$ cat config.mk
export PLATFORM = sky130hd
export DESIGN_NAME = spdif_status_volume_follower_flat
export DESIGN_NICKNAME = d
export VERILOG_FILES = /design/src/sfv_pkg.sv /design/src/sfv_if.sv /design/src/sfv_queue.sv /design/src/sfv_front.sv /design/src/sfv_back.sv /design/src/spdif_status_volume_follower.sv /design/src/flat_wrapper.sv
export SDC_FILE = /design/constraint.sdc
export NUM_CORES = 1
export LEC_CHECK = 0
export ABC_AREA = 1
export BUFFER_PORTS_ARGS = -buffer_cell sky130_fd_sc_hd__buf_2
export CAP_MARGIN = 10
export CORE_UTILIZATION = 50
export DETAILED_ROUTE_END_ITERATION = 8
export PLACE_DENSITY = 0.7
export SLEW_MARGIN = 15
export SYNTH_ARGS = -nofsm -noshare
export SYNTH_HDL_FRONTEND = slang
export SYNTH_HIERARCHICAL = 1
export SYNTH_SLANG_ARGS = --single-unit
$ cat constraint.sdc
create_clock -name clk -period 7.3 [get_ports clk]
set_input_delay 0.73 -clock clk [delete_from_list [all_inputs] [get_ports clk]]
set_output_delay 0.73 -clock clk [all_outputs]
set_load 0.03 [all_outputs]
$ cat src/sfv_pkg.sv
package sfv_pkg;

    // Default position of the unity-gain step in the gain index range.
    localparam int unsigned CENTER_INDEX_DEF = 60;

    // Field widths that are fixed by the item format.
    localparam int unsigned GAIN_W   = 6;
    localparam int unsigned VOL_W    = 7;
    localparam int unsigned SEEN_W   = 8;
    localparam int unsigned HOST_W   = 16;
    localparam int unsigned THRESH_W = 8;

    // Configuration port geometry.
    localparam int unsigned PADDR_W = 4;
    localparam int unsigned PDATA_W = 32;

    // Channel-status signature.
    localparam logic [3:0] SIG_B16_LO = 4'hF;
    localparam logic [7:0] SIG_B17    = 8'h04;
    localparam logic [7:0] SIG_B18    = 8'h8A;

    // Volume handling.
    localparam logic [VOL_W-1:0]  VOL_MAX     = 7'd100;
    localparam int unsigned       VOL_ROUND   = 50;
    localparam logic [SEEN_W-1:0] VOL_NEVER   = 8'hFF;
    localparam logic [THRESH_W-1:0] COUNT_MAX = 8'hFF;

    // floor(n / 100) == (n * RECIP_100) >> RECIP_SHIFT for all n below 43690.
    localparam int unsigned RECIP_100   = 5243;
    localparam int unsigned RECIP_W     = 13;
    localparam int unsigned RECIP_SHIFT = 19;

    // Reset values of the configuration registers.
    localparam logic [THRESH_W-1:0] RISE_TH_RST = 8'd3;
    localparam logic [THRESH_W-1:0] FALL_TH_RST = 8'd10;

    typedef enum logic [1:0] {
        CMD_POLL   = 2'd0,
        CMD_SOURCE = 2'd1,
        CMD_REARM  = 2'd2,
        CMD_INVAL  = 2'd3
    } cmd_t;

    typedef enum logic [1:0] {
        ACT_NONE    = 2'd0,
        ACT_APPLY   = 2'd1,
        ACT_ZERO    = 2'd2,
        ACT_RESTORE = 2'd3
    } action_t;

    typedef enum logic [1:0] {
        REG_ENABLED = 2'd0,
        REG_RISE_TH = 2'd1,
        REG_FALL_TH = 2'd2
    } reg_idx_t;

    typedef struct packed {
        logic                enabled;
        logic [THRESH_W-1:0] rise_threshold;
        logic [THRESH_W-1:0] fall_threshold;
    } sfv_cfg_t;

    typedef struct packed {
        action_t           drive_action;
        logic [GAIN_W-1:0] gain_index;
        logic              present_flag;
        logic [SEEN_W-1:0] seen_volume;
        logic              seen_mute;
        logic              volume_changed;
        logic              mute_changed;
        logic              presence_changed;
    } sfv_result_t;

endpackage

$ cat src/sfv_if.sv
interface sfv_in_if;
    import sfv_pkg::*;

    logic              valid;
    logic              ready;
    logic [1:0]        cmd;
    logic              spdif_selected;
    logic              locked;
    logic [7:0]        status_byte15;
    logic [7:0]        status_byte16;
    logic [7:0]        status_byte17;
    logic [7:0]        status_byte18;
    logic signed [HOST_W-1:0] host_volume;

    modport source (
        output valid, cmd, spdif_selected, locked, status_byte15, status_byte16,
               status_byte17, status_byte18, host_volume,
        input  ready
    );

    modport sink (
        input  valid, cmd, spdif_selected, locked, status_byte15, status_byte16,
               status_byte17, status_byte18, host_volume,
        output ready
    );
endinterface

interface sfv_out_if;
    import sfv_pkg::*;

    logic              valid;
    logic              ready;
    logic [1:0]        drive_action;
    logic [GAIN_W-1:0] gain_index;
    logic              present_flag;
    logic [SEEN_W-1:0] seen_volume;
    logic              seen_mute;
    logic              volume_changed;
    logic              mute_changed;
    logic              presence_changed;

    modport source (
        output valid, drive_action, gain_index, present_flag, seen_volume, seen_mute,
               volume_changed, mute_changed, presence_changed,
        input  ready
    );

    modport sink (
        input  valid, drive_action, gain_index, present_flag, seen_volume, seen_mute,
               volume_changed, mute_changed, presence_changed,
        output ready
    );
endinterface

$ cat src/sfv_queue.sv
module sfv_queue
    import sfv_pkg::*;
#(
    parameter int unsigned DATA_W = 8,
    parameter int unsigned DEPTH  = 2
) (
    input  logic              clk,
    input  logic              rst_n,
    input  logic              push,
    input  logic [DATA_W-1:0] push_data,
    output logic              not_full,
    input  logic              pop,
    output logic              not_empty,
    output logic [DATA_W-1:0] pop_data
);

    localparam int unsigned PTR_W = (DEPTH > 1) ? $clog2(DEPTH) : 1;
    localparam int unsigned CNT_W = $clog2(DEPTH + 1);
    localparam logic [PTR_W-1:0] PTR_LAST = PTR_W'(DEPTH - 1);
    localparam logic [CNT_W-1:0] CNT_FULL = CNT_W'(DEPTH);

    logic [DATA_W-1:0] slot_reg [DEPTH];
    logic [PTR_W-1:0]  wr_ptr_reg;
    logic [PTR_W-1:0]  wr_ptr_next;
    logic [PTR_W-1:0]  rd_ptr_reg;
    logic [PTR_W-1:0]  rd_ptr_next;
    logic [CNT_W-1:0]  count_reg;
    logic [CNT_W-1:0]  count_next;

    assign not_full  = (count_reg != CNT_FULL);
    assign not_empty = (count_reg != '0);
    assign pop_data  = slot_reg[rd_ptr_reg];

    always_comb
    begin
        wr_ptr_next = wr_ptr_reg;
        rd_ptr_next = rd_ptr_reg;
        count_next  = count_reg;
        if (push)
        begin
            wr_ptr_next = (wr_ptr_reg == PTR_LAST) ? '0 : wr_ptr_reg + 1'b1;
        end
        if (pop)
        begin
            rd_ptr_next = (rd_ptr_reg == PTR_LAST) ? '0 : rd_ptr_reg + 1'b1;
        end
        if (push && !pop)
        begin
            count_next = count_reg + 1'b1;
        end
        else if (pop && !push)
        begin
            count_next = count_reg - 1'b1;
        end
    end

    always_ff @(posedge clk or negedge rst_n)
    begin
        if (!rst_n)
        begin
            wr_ptr_reg <= '0;
            rd_ptr_reg <= '0;
            count_reg  <= '0;
        end
        else
        begin
            wr_ptr_reg <= wr_ptr_next;
            rd_ptr_reg <= rd_ptr_next;
            count_reg  <= count_next;
        end
    end

    always_ff @(posedge clk)
    begin
        if (push)
        begin
            slot_reg[wr_ptr_reg] <= push_data;
        end
    end

endmodule

$ cat src/sfv_front.sv
module sfv_front
    import sfv_pkg::*;
#(
    parameter int unsigned CENTER_INDEX = CENTER_INDEX_DEF,
    parameter int unsigned IDX_W        = $clog2(CENTER_INDEX + 1),
    parameter int unsigned PROD_W       = $clog2(100 * CENTER_INDEX + VOL_ROUND + 1),
    parameter int unsigned ENTRY_W      = PROD_W + IDX_W + 2 + 1 + 1 + VOL_W + 1
) (
    input  logic [1:0]               cmd,
    input  logic                     spdif_selected,
    input  logic                     locked,
    input  logic [7:0]               status_byte15,
    input  logic [7:0]               status_byte16,
    input  logic [7:0]               status_byte17,
    input  logic [7:0]               status_byte18,
    input  logic signed [HOST_W-1:0] host_volume,
    output logic [ENTRY_W-1:0]       entry
);

    localparam int unsigned SUM_W = HOST_W + 2;
    localparam logic signed [SUM_W-1:0] HOST_OFS = SUM_W'(CENTER_INDEX * 256);
    localparam logic signed [SUM_W-1:0] HOST_HI  = SUM_W'((CENTER_INDEX + 1) * 256 - 1);
    localparam logic [IDX_W-1:0]        IDX_TOP  = IDX_W'(CENTER_INDEX);

    logic [7:0]              vol_raw;
    logic                    mute;
    logic [VOL_W-1:0]        vol;
    logic                    hit;
    logic [PROD_W-1:0]       prod;
    logic signed [SUM_W-1:0] host_sum;
    logic [IDX_W-1:0]        host_idx;

    // Signature must be present in full and the receiver locked.
    assign hit = locked && (status_byte16[3:0] == SIG_B16_LO)
                 && (status_byte17 == SIG_B17) && (status_byte18 == SIG_B18);

    assign vol_raw = {status_byte15[3:0], status_byte16[7:4]};
    assign mute    = vol_raw[7];
    assign vol     = (vol_raw[6:0] > VOL_MAX) ? VOL_MAX : vol_raw[6:0];

    // Numerator of the rounded scale; the division by 100 happens in the back end.
    assign prod = PROD_W'(vol) * PROD_W'(CENTER_INDEX) + PROD_W'(VOL_ROUND);

    // Host volume shifted to the index range and clamped.
    assign host_sum = SUM_W'(host_volume) + HOST_OFS;

    always_comb
    begin
        if (host_sum < 0)
        begin
            host_idx = '0;
        end
        else if (host_sum > HOST_HI)
        begin
            host_idx = IDX_TOP;
        end
        else
        begin
            host_idx = host_sum[IDX_W+7:8];
        end
    end

    assign entry = {prod, host_idx, cmd, spdif_selected, hit, vol, mute};

endmodule

$ cat src/sfv_back.sv
module sfv_back
    import sfv_pkg::*;
#(
    parameter int unsigned CENTER_INDEX = CENTER_INDEX_DEF,
    parameter int unsigned IDX_W        = $clog2(CENTER_INDEX + 1),
    parameter int unsigned PROD_W       = $clog2(100 * CENTER_INDEX + VOL_ROUND + 1),
    parameter int unsigned ENTRY_W      = PROD_W + IDX_W + 2 + 1 + 1 + VOL_W + 1
) (
    input  logic               clk,
    input  logic               rst_n,
    input  sfv_cfg_t           cfg,
    input  logic               q_valid,
    input  logic [ENTRY_W-1:0] q_data,
    output logic               q_pop,
    output logic               out_valid,
    input  logic               out_ready,
    output sfv_result_t        result
);

    localparam int unsigned MUL_W = PROD_W + RECIP_W;
    localparam logic [IDX_W-1:0] IDX_TOP = IDX_W'(CENTER_INDEX);

    logic [PROD_W-1:0] e_prod;
    logic [IDX_W-1:0]  e_host_idx;
    logic [1:0]        e_cmd;
    logic              e_sel;
    logic              e_hit;
    logic [VOL_W-1:0]  e_vol;
    logic              e_mute;

    logic [MUL_W-1:0]  quot_full;
    logic [IDX_W-1:0]  vol_idx;
    logic [THRESH_W-1:0] rise_inc;
    logic [THRESH_W-1:0] fall_inc;

    logic                present_reg;
    logic                present_next;
    logic [THRESH_W-1:0] rise_reg;
    logic [THRESH_W-1:0] rise_next;
    logic [THRESH_W-1:0] fall_reg;
    logic [THRESH_W-1:0] fall_next;
    logic [SEEN_W-1:0]   last_vol_reg;
    logic [SEEN_W-1:0]   last_vol_next;
    logic                last_mute_reg;
    logic                last_mute_next;
    logic                app_valid_reg;
    logic                app_valid_next;
    logic [IDX_W-1:0]    app_idx_reg;
    logic [IDX_W-1:0]    app_idx_next;

    logic                out_valid_reg;
    logic                out_valid_next;
    sfv_result_t         result_reg;

    action_t             act;
    logic [IDX_W-1:0]    gidx;
    logic                vch;
    logic                mch;
    logic                pch;

    assign {e_prod, e_host_idx, e_cmd, e_sel, e_hit, e_vol, e_mute} = q_data;

    // Divide by 100 through a reciprocal multiply.
    assign quot_full = MUL_W'(e_prod) * MUL_W'(RECIP_100);

    always_comb
    begin
        if (quot_full[MUL_W-1:RECIP_SHIFT] > MUL_W'(CENTER_INDEX))
        begin
            vol_idx = IDX_TOP;
        end
        else
        begin
            vol_idx = quot_full[RECIP_SHIFT+IDX_W-1:RECIP_SHIFT];
        end
    end

    assign rise_inc = (rise_reg == COUNT_MAX) ? rise_reg : rise_reg + 1'b1;
    assign fall_inc = (fall_reg == COUNT_MAX) ? fall_reg : fall_reg + 1'b1;

    assign q_pop = q_valid && (!out_valid_reg || out_ready);

    always_comb
    begin
        present_next   = present_reg;
        rise_next      = rise_reg;
        fall_next      = fall_reg;
        last_vol_next  = last_vol_reg;
        last_mute_next = last_mute_reg;
        app_valid_next = app_valid_reg;
        app_idx_next   = app_idx_reg;
        act            = ACT_NONE;
        gidx           = '0;
        vch            = 1'b0;
        mch            = 1'b0;
        pch            = 1'b0;

        case (cmd_t'(e_cmd))
            CMD_POLL:
            begin
                if (!cfg.enabled)
                begin
                    if (present_reg)
                    begin
                        present_next   = 1'b0;
                        rise_next      = '0;
                        app_valid_next = 1'b0;
                        pch            = 1'b1;
                        act            = ACT_RESTORE;
                        gidx           = e_host_idx;
                    end
                end
                else if (!e_sel)
                begin
                    if (present_reg)
                    begin
                        present_next   = 1'b0;
                        rise_next      = '0;
                        app_valid_next = 1'b0;
                        pch            = 1'b1;
                    end
                end
                else if (e_hit)
                begin
                    fall_next = '0;
                    rise_next = rise_inc;
                    if (present_reg || (rise_inc >= cfg.rise_threshold))
                    begin
                        pch          = !present_reg;
                        present_next = 1'b1;
                        if (e_mute)
                        begin
                            act            = ACT_ZERO;
                            app_valid_next = 1'b0;
                        end
                        else if (!app_valid_reg || (vol_idx != app_idx_reg))
                        begin
                            act            = ACT_APPLY;
                            gidx           = vol_idx;
                            app_valid_next = 1'b1;
                            app_idx_next   = vol_idx;
                        end
                        if (SEEN_W'(e_vol) != last_vol_reg)
                        begin
                            last_vol_next = SEEN_W'(e_vol);
                            vch           = 1'b1;
                        end
                        if (e_mute != last_mute_reg)
                        begin
                            last_mute_next = e_mute;
                            mch            = 1'b1;
                        end
                    end
                end
                else
                begin
                    rise_next = '0;
                    fall_next = fall_inc;
                    if (present_reg && (fall_inc >= cfg.fall_threshold))
                    begin
                        present_next   = 1'b0;
                        app_valid_next = 1'b0;
                        pch            = 1'b1;
                        act            = ACT_RESTORE;
                        gidx           = e_host_idx;
                    end
                end
            end
            CMD_SOURCE:
            begin
                if (!e_sel)
                begin
                    if (present_reg)
                    begin
                        present_next   = 1'b0;
                        rise_next      = '0;
                        app_valid_next = 1'b0;
                        pch            = 1'b1;
                    end
                end
                else
                begin
                    rise_next = '0;
                    fall_next = '0;
                end
            end
            CMD_REARM:
            begin
                rise_next      = '0;
                fall_next      = '0;
                app_valid_next = 1'b0;
                if (!cfg.enabled && present_reg)
                begin
                    present_next = 1'b0;
                    pch          = 1'b1;
                    act          = ACT_RESTORE;
                    gidx         = e_host_idx;
                end
            end
            CMD_INVAL:
            begin
                app_valid_next = 1'b0;
            end
            default:
            begin
                app_valid_next = app_valid_reg;
            end
        endcase
    end

    always_comb
    begin
        out_valid_next = out_valid_reg;
        if (q_pop)
        begin
            out_valid_next = 1'b1;
        end
        else if (out_ready)
        begin
            out_valid_next = 1'b0;
        end
    end

    always_ff @(posedge clk or negedge rst_n)
    begin
        if (!rst_n)
        begin
            present_reg   <= 1'b0;
            rise_reg      <= '0;
            fall_reg      <= '0;
            last_vol_reg  <= VOL_NEVER;
            last_mute_reg <= 1'b0;
            app_valid_reg <= 1'b0;
            app_idx_reg   <= '0;
            out_valid_reg <= 1'b0;
        end
        else
        begin
            out_valid_reg <= out_valid_next;
            if (q_pop)
            begin
                present_reg   <= present_next;
                rise_reg      <= rise_next;
                fall_reg      <= fall_next;
                last_vol_reg  <= last_vol_next;
                last_mute_reg <= last_mute_next;
                app_valid_reg <= app_valid_next;
                app_idx_reg   <= app_idx_next;
            end
        end
    end

    always_ff @(posedge clk)
    begin
        if (q_pop)
        begin
            result_reg.drive_action     <= act;
            result_reg.gain_index       <= GAIN_W'(gidx);
            result_reg.present_flag     <= present_next;
            result_reg.seen_volume      <= last_vol_next;
            result_reg.seen_mute        <= last_mute_next;
            result_reg.volume_changed   <= vch;
            result_reg.mute_changed     <= mch;
            result_reg.presence_changed <= pch;
        end
    end

    assign out_valid = out_valid_reg;
    assign result    = result_reg;

endmodule

$ cat src/spdif_status_volume_follower.sv
// Channel | Direction | Handshake             | Carries
// in_ch   | sink      | valid / ready         | command, source flags, status bytes 15..18,
//         |           |                       | host volume
// out_ch  | source    | valid / ready         | drive action, gain index, presence and
//         |           |                       | volume/mute status with change flags
// APB     | slave     | psel/penable, pready=1| enabled, rise and fall thresholds
//
// One item per clock is sustained while out_ch.ready stays high. An accepted item waits in
// the queue until the back end pops it, updates its state and registers the result.
// Reset is asynchronous and active low and clears all control state at once.
// A two-entry queue parts the classifier from the back end; while out_ch is held off,
// the result register and the queue take three items, after which in_ch.ready drops.
module spdif_status_volume_follower
    import sfv_pkg::*;
#(
    parameter int unsigned CENTER_INDEX = CENTER_INDEX_DEF
) (
    input  logic               clk,
    input  logic               rst_n,
    sfv_in_if.sink             in_ch,
    sfv_out_if.source          out_ch,
    input  logic               psel,
    input  logic               penable,
    input  logic               pwrite,
    input  logic [PADDR_W-1:0] paddr,
    input  logic [PDATA_W-1:0] pwdata,
    output logic [PDATA_W-1:0] prdata,
    output logic               pready
);

    // Width of an internal gain index and of the rounded-volume numerator.
    localparam int unsigned IDX_W   = $clog2(CENTER_INDEX + 1);
    localparam int unsigned PROD_W  = $clog2(100 * CENTER_INDEX + VOL_ROUND + 1);
    localparam int unsigned ENTRY_W = PROD_W + IDX_W + 2 + 1 + 1 + VOL_W + 1;

    logic                enabled_reg;
    logic                enabled_next;
    logic [THRESH_W-1:0] rise_th_reg;
    logic [THRESH_W-1:0] rise_th_next;
    logic [THRESH_W-1:0] fall_th_reg;
    logic [THRESH_W-1:0] fall_th_next;

    logic                cfg_write;
    reg_idx_t            reg_sel;
    sfv_cfg_t            cfg;

    logic [ENTRY_W-1:0]  front_entry;
    logic                q_push;
    logic                q_not_full;
    logic                q_not_empty;
    logic                q_pop;
    logic [ENTRY_W-1:0]  q_data;
    sfv_result_t         result;

    // ------------------------------------------------------------------
    // Configuration registers. The port never waits, so pready is tied
    // high and a write lands in the access phase.
    // ------------------------------------------------------------------
    assign pready    = 1'b1;
    assign cfg_write = psel && penable && pwrite;
    assign reg_sel   = reg_idx_t'(paddr[PADDR_W-1:2]);

    always_comb
    begin
        enabled_next = enabled_reg;
        rise_th_next = rise_th_reg;
        fall_th_next = fall_th_reg;
        if (cfg_write)
        begin
            case (reg_sel)
                REG_ENABLED: enabled_next = pwdata[0];
                REG_RISE_TH: rise_th_next = pwdata[THRESH_W-1:0];
                REG_FALL_TH: fall_th_next = pwdata[THRESH_W-1:0];
                default:     enabled_next = enabled_reg;
            endcase
        end
    end

    always_comb
    begin
        case (reg_sel)
            REG_ENABLED: prdata = PDATA_W'(enabled_reg);
            REG_RISE_TH: prdata = PDATA_W'(rise_th_reg);
            REG_FALL_TH: prdata = PDATA_W'(fall_th_reg);
            default:     prdata = '0;
        endcase
    end

    always_ff @(posedge clk or negedge rst_n)
    begin
        if (!rst_n)
        begin
            enabled_reg <= 1'b0;
            rise_th_reg <= RISE_TH_RST;
            fall_th_reg <= FALL_TH_RST;
        end
        else
        begin
            enabled_reg <= enabled_next;
            rise_th_reg <= rise_th_next;
            fall_th_reg <= fall_th_next;
        end
    end

    assign cfg.enabled        = enabled_reg;
    assign cfg.rise_threshold = rise_th_reg;
    assign cfg.fall_threshold = fall_th_reg;

    // ------------------------------------------------------------------
    // Front end: decodes the status bytes, checks the signature and works
    // out the host restore index before the item is queued.
    // ------------------------------------------------------------------
    sfv_front #(
        .CENTER_INDEX (CENTER_INDEX),
        .IDX_W        (IDX_W),
        .PROD_W       (PROD_W),
        .ENTRY_W      (ENTRY_W)
    ) u_front (
        .cmd            (in_ch.cmd),
        .spdif_selected (in_ch.spdif_selected),
        .locked         (in_ch.locked),
        .status_byte15  (in_ch.status_byte15),
        .status_byte16  (in_ch.status_byte16),
        .status_byte17  (in_ch.status_byte17),
        .status_byte18  (in_ch.status_byte18),
        .host_volume    (in_ch.host_volume),
        .entry          (front_entry)
    );

    // An item is taken whenever the queue has room, independent of the
    // output side.
    assign in_ch.ready = q_not_full;
    assign q_push      = in_ch.valid && q_not_full;

    sfv_queue #(
        .DATA_W (ENTRY_W),
        .DEPTH  (2)
    ) u_queue (
        .clk       (clk),
        .rst_n     (rst_n),
        .push      (q_push),
        .push_data (front_entry),
        .not_full  (q_not_full),
        .pop       (q_pop),
        .not_empty (q_not_empty),
        .pop_data  (q_data)
    );

    // ------------------------------------------------------------------
    // Back end: hysteresis counters, presence, apply cache and the
    // registered result.
    // ------------------------------------------------------------------
    sfv_back #(
        .CENTER_INDEX (CENTER_INDEX),
        .IDX_W        (IDX_W),
        .PROD_W       (PROD_W),
        .ENTRY_W      (ENTRY_W)
    ) u_back (
        .clk       (clk),
        .rst_n     (rst_n),
        .cfg       (cfg),
        .q_valid   (q_not_empty),
        .q_data    (q_data),
        .q_pop     (q_pop),
        .out_valid (out_ch.valid),
        .out_ready (out_ch.ready),
        .result    (result)
    );

    assign out_ch.drive_action     = result.drive_action;
    assign out_ch.gain_index       = result.gain_index;
    assign out_ch.present_flag     = result.present_flag;
    assign out_ch.seen_volume      = result.seen_volume;
    assign out_ch.seen_mute        = result.seen_mute;
    assign out_ch.volume_changed   = result.volume_changed;
    assign out_ch.mute_changed     = result.mute_changed;
    assign out_ch.presence_changed = result.presence_changed;

endmodule

$ cat src/flat_wrapper.sv
// flat-port wrapper written by rule: the top's interface ports become plain ports
module spdif_status_volume_follower_flat import sfv_pkg::*;
#(
    parameter int unsigned CENTER_INDEX = CENTER_INDEX_DEF
)
  (clk, rst_n, psel, penable, pwrite, paddr, pwdata, prdata, pready, in_ch_valid, in_ch_cmd, in_ch_spdif_selected, in_ch_locked, in_ch_status_byte15, in_ch_status_byte16, in_ch_status_byte17, in_ch_status_byte18, in_ch_host_volume, in_ch_ready, out_ch_valid, out_ch_drive_action, out_ch_gain_index, out_ch_present_flag, out_ch_seen_volume, out_ch_seen_mute, out_ch_volume_changed, out_ch_mute_changed, out_ch_presence_changed, out_ch_ready);
  sfv_in_if in_ch_i ();
  sfv_out_if out_ch_i ();
  input  logic clk;
  input  logic rst_n;
  input  logic psel;
  input  logic penable;
  input  logic pwrite;
  input  logic [PADDR_W-1:0] paddr;
  input  logic [PDATA_W-1:0] pwdata;
  output logic [PDATA_W-1:0] prdata;
  output logic pready;
  input wire logic [$bits(in_ch_i.valid)-1:0] in_ch_valid;
  input wire logic [$bits(in_ch_i.cmd)-1:0] in_ch_cmd;
  input wire logic [$bits(in_ch_i.spdif_selected)-1:0] in_ch_spdif_selected;
  input wire logic [$bits(in_ch_i.locked)-1:0] in_ch_locked;
  input wire logic [$bits(in_ch_i.status_byte15)-1:0] in_ch_status_byte15;
  input wire logic [$bits(in_ch_i.status_byte16)-1:0] in_ch_status_byte16;
  input wire logic [$bits(in_ch_i.status_byte17)-1:0] in_ch_status_byte17;
  input wire logic [$bits(in_ch_i.status_byte18)-1:0] in_ch_status_byte18;
  input wire logic [$bits(in_ch_i.host_volume)-1:0] in_ch_host_volume;
  output wire logic [$bits(in_ch_i.ready)-1:0] in_ch_ready;
  output wire logic [$bits(out_ch_i.valid)-1:0] out_ch_valid;
  output wire logic [$bits(out_ch_i.drive_action)-1:0] out_ch_drive_action;
  output wire logic [$bits(out_ch_i.gain_index)-1:0] out_ch_gain_index;
  output wire logic [$bits(out_ch_i.present_flag)-1:0] out_ch_present_flag;
  output wire logic [$bits(out_ch_i.seen_volume)-1:0] out_ch_seen_volume;
  output wire logic [$bits(out_ch_i.seen_mute)-1:0] out_ch_seen_mute;
  output wire logic [$bits(out_ch_i.volume_changed)-1:0] out_ch_volume_changed;
  output wire logic [$bits(out_ch_i.mute_changed)-1:0] out_ch_mute_changed;
  output wire logic [$bits(out_ch_i.presence_changed)-1:0] out_ch_presence_changed;
  input wire logic [$bits(out_ch_i.ready)-1:0] out_ch_ready;
  assign in_ch_i.valid = in_ch_valid;
  assign in_ch_i.cmd = in_ch_cmd;
  assign in_ch_i.spdif_selected = in_ch_spdif_selected;
  assign in_ch_i.locked = in_ch_locked;
  assign in_ch_i.status_byte15 = in_ch_status_byte15;
  assign in_ch_i.status_byte16 = in_ch_status_byte16;
  assign in_ch_i.status_byte17 = in_ch_status_byte17;
  assign in_ch_i.status_byte18 = in_ch_status_byte18;
  assign in_ch_i.host_volume = in_ch_host_volume;
  assign in_ch_ready = in_ch_i.ready;
  assign out_ch_valid = out_ch_i.valid;
  assign out_ch_drive_action = out_ch_i.drive_action;
  assign out_ch_gain_index = out_ch_i.gain_index;
  assign out_ch_present_flag = out_ch_i.present_flag;
  assign out_ch_seen_volume = out_ch_i.seen_volume;
  assign out_ch_seen_mute = out_ch_i.seen_mute;
  assign out_ch_volume_changed = out_ch_i.volume_changed;
  assign out_ch_mute_changed = out_ch_i.mute_changed;
  assign out_ch_presence_changed = out_ch_i.presence_changed;
  assign out_ch_i.ready = out_ch_ready;
  spdif_status_volume_follower #(.CENTER_INDEX(CENTER_INDEX)) u_core (.clk(clk), .rst_n(rst_n), .in_ch(in_ch_i), .out_ch(out_ch_i), .psel(psel), .penable(penable), .pwrite(pwrite), .paddr(paddr), .pwdata(pwdata), .prdata(prdata), .pready(pready));
endmodule
==> After elaboration in Yosys (flattened, before gate mapping) <==
Memory sizes are Yosys's and may differ from the RTL's.
Cells that the tools add are included.
{ "op_classes": {"add_sub_neg": 8, "mul": 2, "order_cmp": 6, "n_eq_ne": 21, "muxes": 87, "bitwise_logic": 1, "reduce_logical": 35} }
{ "ops": {"columns": ["operator", "n"], "rows": [
  ["8-bit two-way mux", 17],
  ["6-bit two-way mux", 12],
  ["8-bit case mux with 3 select lines", 3],
  ["1-bit two-way mux", 39],
  ["13-bit by 13-bit multiplier with 26-bit output (second input constant)", 1],
  ["8-bit equality test (second input constant)", 3],
  ["2-bit two-way mux", 10],
  ["16-bit by 15-bit adder with 17-bit output (second input constant)", 1],
  ["17-bit by 15-bit > comparator with 1-bit output (second input constant)", 1],
  ["17-bit by 1-bit < comparator with 1-bit output (second input constant)", 1],
  ["8-bit by 1-bit adder with 8-bit output (second input constant)", 2],
  ["8-bit greater-or-equal comparator", 2],
  ["5-bit AND reduction", 3],
  ["13-bit by 6-bit adder with 13-bit output (second input constant)", 1],
  ["6-bit case mux with 2 select lines", 1],
  ["1-bit logical AND", 11],
  ["7-bit by 4-bit multiplier with 11-bit output (second input constant)", 1],
  ["5-bit != test (second input constant)", 2],
  ["1-bit case mux with 3 select lines", 3],
  ["8-bit by 3-bit equality test with 1-bit output (second input constant)", 1],
  ["2-bit != test (second input constant)", 4],
  ["7-bit by 8-bit != test with 1-bit output", 1],
  ["2-bit AND reduction", 4],
  ["8-bit AND reduction", 1],
  ["other kinds (21)", 35]
]} }
{ "totals": {"ff_bits": 76, "ram_bits": 62, "out_inout_bits": 56, "mem_count": 1} }
{ "memory_table": {"columns": ["name", "words", "width", "read_ports", "rd_ports_with_merged_regs", "write_ports", "line_no", "rtl"], "rows": [
  ["u_core.u_queue.slot_reg", 2, 31, 1, 0, 1, "sfv_queue.sv:22", "logic [DATA_W-1:0] slot_reg [DEPTH];"]
]} }

==> Logic depth before layout (Yosys ltp) <==
An unclocked memory read counts as a cell.
{ "depth": {"word_depth": 13, "ltp_mapped": 38, "depth_no_buf": 35} }

==> By module <==
Netlist, hierarchy kept.
{ "by_module_without_submodules": {"columns": ["mod", "n_inst", "cells_each", "area_per_inst_um2"], "rows": [
  ["sfv_back", 1, 976, 7348.3],
  ["sfv_queue", 1, 122, 2597.5],
  ["sfv_front", 1, 234, 1408.9],
  ["spdif_status_volume_follower", 1, 138, 1046.0]
]} }

==> Worst setup path before layout <==
Ideal clock, no wire load.
{ "synth_path": {"path_type": "register to register", "start": "register u_core.u_queue.rd_ptr_reg", "end": "register, netlist name u_core/u_back/result[19]", "arrival_time_ns": 5.388, "required_time_ns": 7.047, "setup_slack_ns": 1.659, "stages_incl_launch_ff": 35, "period_less_slack_ns": 5.641, "cell_sequence": "dfrtp_1 buf_6 buf_12 mux2_4 fa_1 ha_1 inv_1 fa_1 inv_1 fa_1 inv_1 fa_1 inv_1 ha_1 nand2_1 inv_1 nand2_1 nand2_1 a21oi_1 nand3_1 nand2_1 nand2_1 nor2_2 nand3_4 nand3_2 nand2_1 nand2_1 nand3_1 nor2_2 nand2_2 buf_6 nand2_1 nand2_1 nand3_1 nand2_1"} }
{ "synth_between": {"elab_chain_len": 13, "elab_cells_between_ends": 15} }
{ "synth_lines": {"columns": ["element", "line_no", "rtl"], "rows": [
  ["start, declared", "sfv_queue.sv:25", "logic [PTR_W-1:0] rd_ptr_reg;"],
  ["start signal, assigned", "sfv_queue.sv:68", "rd_ptr_reg <= rd_ptr_next;"],
  ["memory read 2 x 31 bit (*)", null, null],
  ["via u_core.q_data[27]", "spdif_status_volume_follower.sv:52", "logic [ENTRY_W-1:0] q_data;"],
  ["13-bit by 13-bit multiplier with 26-bit output (*)", "sfv_back.sv:64", "assign quot_full = MUL_W'(e_prod) * MUL_W'(RECIP_100);"],
  ["7-bit by 6-bit > comparator with 1-bit output", "sfv_back.sv:68", "if (quot_full[MUL_W-1:RECIP_SHIFT] > MUL_W'(CENTER_INDEX))"],
  ["6-bit two-way mux (*)", "sfv_back.sv:68", null],
  ["6-bit != test (*)", "sfv_back.sv:136", "else if (!app_valid_reg || (vol_idx != app_idx_reg))"],
  ["1-bit logical OR (*)", "sfv_back.sv:136", null],
  ["1-bit two-way mux (*)", "sfv_back.sv:136", null],
  ["2-bit two-way mux (*)", "sfv_back.sv:131", "if (e_mute)"],
  ["2-bit two-way mux (*)", "sfv_back.sv:127", "if (present_reg || (rise_inc >= cfg.rise_threshold))"],
  ["2-bit two-way mux (*)", "sfv_back.sv:123", "else if (e_hit)"],
  ["2-bit two-way mux (*)", "sfv_back.sv:113", "else if (!e_sel)"],
  ["2-bit two-way mux (*)", "sfv_back.sv:101", "if (!cfg.enabled)"],
  ["2-bit case mux with 2 select lines (*)", "sfv_back.sv:98", "case (cmd_t'(e_cmd))"],
  ["via u_core.u_back.act[0]", "sfv_back.sv:55", "action_t act;"]
]} }
The timed path passes the listed nets; every way through them passes the cells marked *.
A chain may end at the register's enable or synchronous reset.

==> Worst setup path in the final report <==
{ "layout_path": {"start": "register u_core.u_queue.rd_ptr_reg", "end": "register, netlist name u_core/u_back/result[16]"} }
{ "layout_between": {"elab_chain_len": 13, "elab_cells_between_ends": 18} }
{ "layout_lines": {"columns": ["element", "line_no", "rtl"], "rows": [
  ["memory read 2 x 31 bit (*)", null, null],
  ["via u_core.q_data[20]", "spdif_status_volume_follower.sv:52", null],
  ["13-bit by 13-bit multiplier with 26-bit output (*)", "sfv_back.sv:64", null],
  ["7-bit by 6-bit > comparator with 1-bit output", "sfv_back.sv:68", null],
  ["6-bit two-way mux (*)", "sfv_back.sv:68", null],
  ["6-bit != test", "sfv_back.sv:136", null],
  ["1-bit logical OR", "sfv_back.sv:136", null],
  ["6-bit two-way mux (*)", "sfv_back.sv:136", null],
  ["6-bit two-way mux (*)", "sfv_back.sv:131", null],
  ["6-bit two-way mux (*)", "sfv_back.sv:127", null],
  ["6-bit two-way mux (*)", "sfv_back.sv:123", null],
  ["6-bit two-way mux (*)", "sfv_back.sv:113", null],
  ["6-bit two-way mux (*)", "sfv_back.sv:101", null],
  ["6-bit case mux with 2 select lines (*)", "sfv_back.sv:98", null],
  ["via u_core.u_back.gidx[3]", "sfv_back.sv:56", "logic [IDX_W-1:0] gidx;"]
]} }
Marks and branches as above.

==> results by stage <==
Clocking:
- The clock-pin slew reported for the worst setup and hold paths after clock tree synthesis is 0.07 ns.
- The number of hold buffers added after cts is 0.
- The H-tree depth reported by CTS is 4.
- The number of clock sinks is 138.
- The number of CTS-inserted buffers is 17.
- The cell at the root of the clock tree is clkbuf_16.
- The number of gates resized after CTS was 0.
- The CTS tree is yes.
- The maximum clock insertion buffer count is 2.
- In this run the post-CTS setup repair buffer count came out at 0.
- The clock reaches the later pin of the worst-skew pair after 0.42 ns.

Logic synthesis:
- The leading register cell type out of synthesis is edfxtp_1.
- Sequential cells were found to cover a little under a third of the synthesized design area.
- By count the netlist is led by nand2_1, inv_1, ha_1.
- The post-synthesis xor/xnor area fraction is under 10%.
- The library cell with the highest instance count after synthesis is nand2_1.
- The largest family of logic cells by synthesized area is adder cells.
- For this run, asynchronously set or reset flops after synthesis account for around 40%.
- The synthesized design contains 83 enable-type register cells.
- The register bit total from synthesis is ~140.
- During synthesis, Yosys emitted a total of 6 warnings.
- Of all cell types, the one taking the most synthesized area is edfxtp_1.
- Averaged over all synthesized cells, the footprint is 8.44 um2.
- In the post-synthesis netlist, the biggest area contributors are edfxtp_1, ha_1, nand2_1, fa_1, inv_1.
- The mapped netlist covers roughly 0.012 mm2.
- The cell count after synthesis is approximately 1.5k.
- The synthesized netlist devotes 24.3% of its cell area to adder and majority cells.
- The post-synthesis cell type count is between 50 and 60.
- The simple-gate portion of the synthesized area is a little over a fifth.
- Summing the areas of all compound-gate instances in the mapped netlist gives roughly 5.2% of the synthesized area.
- Multiplexer cells account for approximately 3.7% of the synthesized area.
- The share of the synthesized area in the top cell type is 20.1%.

Die:
- For this configuration, the core starts out at a cell density of 51.0%.
- The area of the die is about 0.025 mm2.
- The placeable core area is between 0.02 and 0.025 mm2.
- The die height is around 160 um.
- The die extent in x is roughly 160 um.
- The number of rows created at floorplan is 57.
- For this design the top-level I/O count stands at around 150.

Global route:
- The via count of the first global-routing pass is roughly 9.3k.
- The remaining global-route overflow is 0.
- The total track usage is 20.7%.
- The first-pass GRT wire length is about 43000 um.
- Entering global routing, the biggest net connects 56 pins.
- The number of antenna violations at the first check in global routing is 0.

STA:
- The final critical path time including I/O delays and setup is about 6.4 ns.
- The final-report hold violation count came to 0.
- In this run the tightest slew margin relative to its limit is between 50 and 60%.
- The transition time at the pin with the least slew margin is ~0.74 ns.
- The timing-limited maximum frequency is between 150 and 200 MHz.
- The final-report max-slew violation count is 0.
- Setup total negative slack on the finished layout was measured at 0 ns.
- The final-report setup violation count is 0.
- The final worst-path setup slack is around 0.94 ns.
- After layout, the worst path uses just under 90% of the clock period.
- Setup repair after global routing left no endpoint under its margin.
- On the final layout, the worst clock skew is 0.0147 ns.

Critical path:
- STA classifies the critical path endpoint as a flop.
- The slowest cell on the critical path is dfrtp_2.
- The kind of cell with the highest combined delay on the critical path is adder cells.
- The critical path contains buffers and inverters numbering 3 combined.
- The largest driver fanout on the critical path is 19.
- Setup slack on the worst reg-to-reg path comes out at around 0.94 ns.
- The critical path is of the reg2reg type.
- Measured in cells, the most critical reg-to-reg path has a length of 29.
- The worst setup path is launched from a flop.
- The worst path required time is between 7 and 8 ns.
- The launching point of the worst reg2reg path is u_core/u_queue/rd_ptr_reg$_DFFE_PN0P_.
- The endpoint identified for the worst register-to-register timing path is u_core/u_back/result[16]$_DFFE_PP_.
- The largest stage delay on the critical path is ~0.73 ns.
- In this design, the critical path's most frequently occurring cell is nand2_1.
- The data arrival time of the critical path is approximately 6.5 ns.

Detailed routing:
- The iteration count of the initial detailed-routing pass is 5.
- The initial detailed-routing violation count is roughly 600.
- For this block, the routed nets add up to between 20000 and 30000 um of wire.
- The number of nets still failing antenna checks after routing is 0.
- The DRC violation count after routing is 0.
- The detailed-route vias per instance is between 4 and 5.
- The routed wire length per instance is around 13 um.
- For this block, the via count after detailed routing is between 9k and 10k.

Finish:
- Cells with a size suffix above 1 make up between 10% and 20% of the layout.
- The final cell count without fillers is roughly 1.9k.
- The final layout contains approximately 1.9k nets.
- 0 antenna diodes ended up in the layout.
- The register with the most flip-flops in the layout has 62 of them.
- The area overhead of the layout relative to synthesis is 10.0%.

Placed design:
- The detailed-placement wirelength estimate is between 20000 and 25000 um.
- The minimum setup slack after placement is between 0.9 and 1 ns.
- At the end of routability-driven placement, the weighted congestion stood at 0.897.
- The placed cell count is 1874.
- The number of buffers added on ports is 95.

Status:
- The run finished with clean final reports.

Run:
- The max-cap violation count is 0.

Hold path:
- In this run the worst hold path is classified as in2async.
==> layer usage <==
layer	vias up	GRT usage [%]	routed length, um	part of all wire [%]
met2	235	35.0	12100	48
met5	-	0	0	0
met3	27	2.60	1050	4.2
li1	4777	-	-	-
met4	0	5.46	418	1.7
met1	4443	28.0	11800	47
==> cell type report <==
type / count / area (um2)
Sequential cell: 138 / 3880
Multi-Input combinational cell: 1004 / 7090
Timing Repair Buffer: 101 / 520
Fill cell: 2189 / 10700
Clock buffer: 18 / 450
Clock inverter: 14 / 128
Tap cell: 324 / 405
Inverter: 307 / 1160
==> per-stage QoR <==
step	hold slack, ns	instance area (um2)	util, %
floorplan	0.434	12500	-
global placement	0.457	13100	53.7
detailed placement	0.459	13100	53.7
CTS	0.469	13600	56.1
global route	0.493	13600	56.1
finish	0.438	13600	56.1
==> cells in the final DEF, fill, tap and decap left out, types with 3 or more instances in the layout <==
cell type | synthesis | layout
a22o_1 | 4 | 4
inv_4 | 2 | 3
o22ai_1 | 6 | 6
buf_2 | 1 | 95
clkinv_1 | 4 | 5
a22oi_1 | 9 | 9
fa_1 | 68 | 68
nand3_1 | 51 | 51
edfxtp_1 | 83 | 83
clkbuf_16 | 0 | 18
ha_1 | 132 | 132
inv_1 | 299 | 299
nor2_4 | 3 | 3
buf_4 | 33 | 6
nand2_2 | 15 | 15
nand4_1 | 20 | 20
nor3_1 | 14 | 14
xor2_1 | 19 | 19
o21ai_0 | 35 | 35
inv_6 | 0 | 5
nand2_4 | 4 | 4
nand2_1 | 395 | 395
nor2_1 | 77 | 76
dfrtp_1 | 43 | 42
or2_2 | 3 | 3
nor4_1 | 3 | 3
dfstp_2 | 12 | 12
mux2_4 | 29 | 29
xnor2_1 | 8 | 8
nand3_2 | 6 | 6
a21oi_1 | 46 | 46
nor2_2 | 8 | 9
o211ai_1 | 3 | 3
conb_1 | 4 | 27
inv_8 | 0 | 3
==> kinds of logic after synthesis <==
| group | count (synthesis) |
|---|---|
| and+or+nand+nor | 607 |
| buffers and inverters | 351 |
| adders and majority gates | 200 |
| DFF | 138 |
| AOI/OAI and AO/OA | 112 |
| muxes | 31 |
| xor gates and xnor gates | 27 |
| other | 4 |
==> how the worst max path moves through the flow <==
stage | startpoint | depth (start not counted) | endpoint
final | u_core/u_queue/rd_ptr_reg$_DFFE_PN0P_ | 29 | u_core/u_back/result[16]$_DFFE_PP_
after CTS | u_core/u_queue/rd_ptr_reg$_DFFE_PN0P_ | 30 | u_core/u_back/result[16]$_DFFE_PP_
after global routing | u_core/u_queue/rd_ptr_reg$_DFFE_PN0P_ | 32 | u_core/u_back/result[16]$_DFFE_PP_
after global placement | u_core/u_queue/rd_ptr_reg$_DFFE_PN0P_ | 32 | u_core/u_back/result[13]$_DFFE_PP_
after detailed placement | u_core/u_queue/rd_ptr_reg$_DFFE_PN0P_ | 32 | u_core/u_back/result[16]$_DFFE_PP_
after floorplan | u_core/u_queue/rd_ptr_reg$_DFFE_PN0P_ | 34 | u_core/u_back/result[19]$_DFFE_PP_
Power is not shown: default switching activity piles up to over one toggle a cycle in this logic, so the estimate is an artifact.
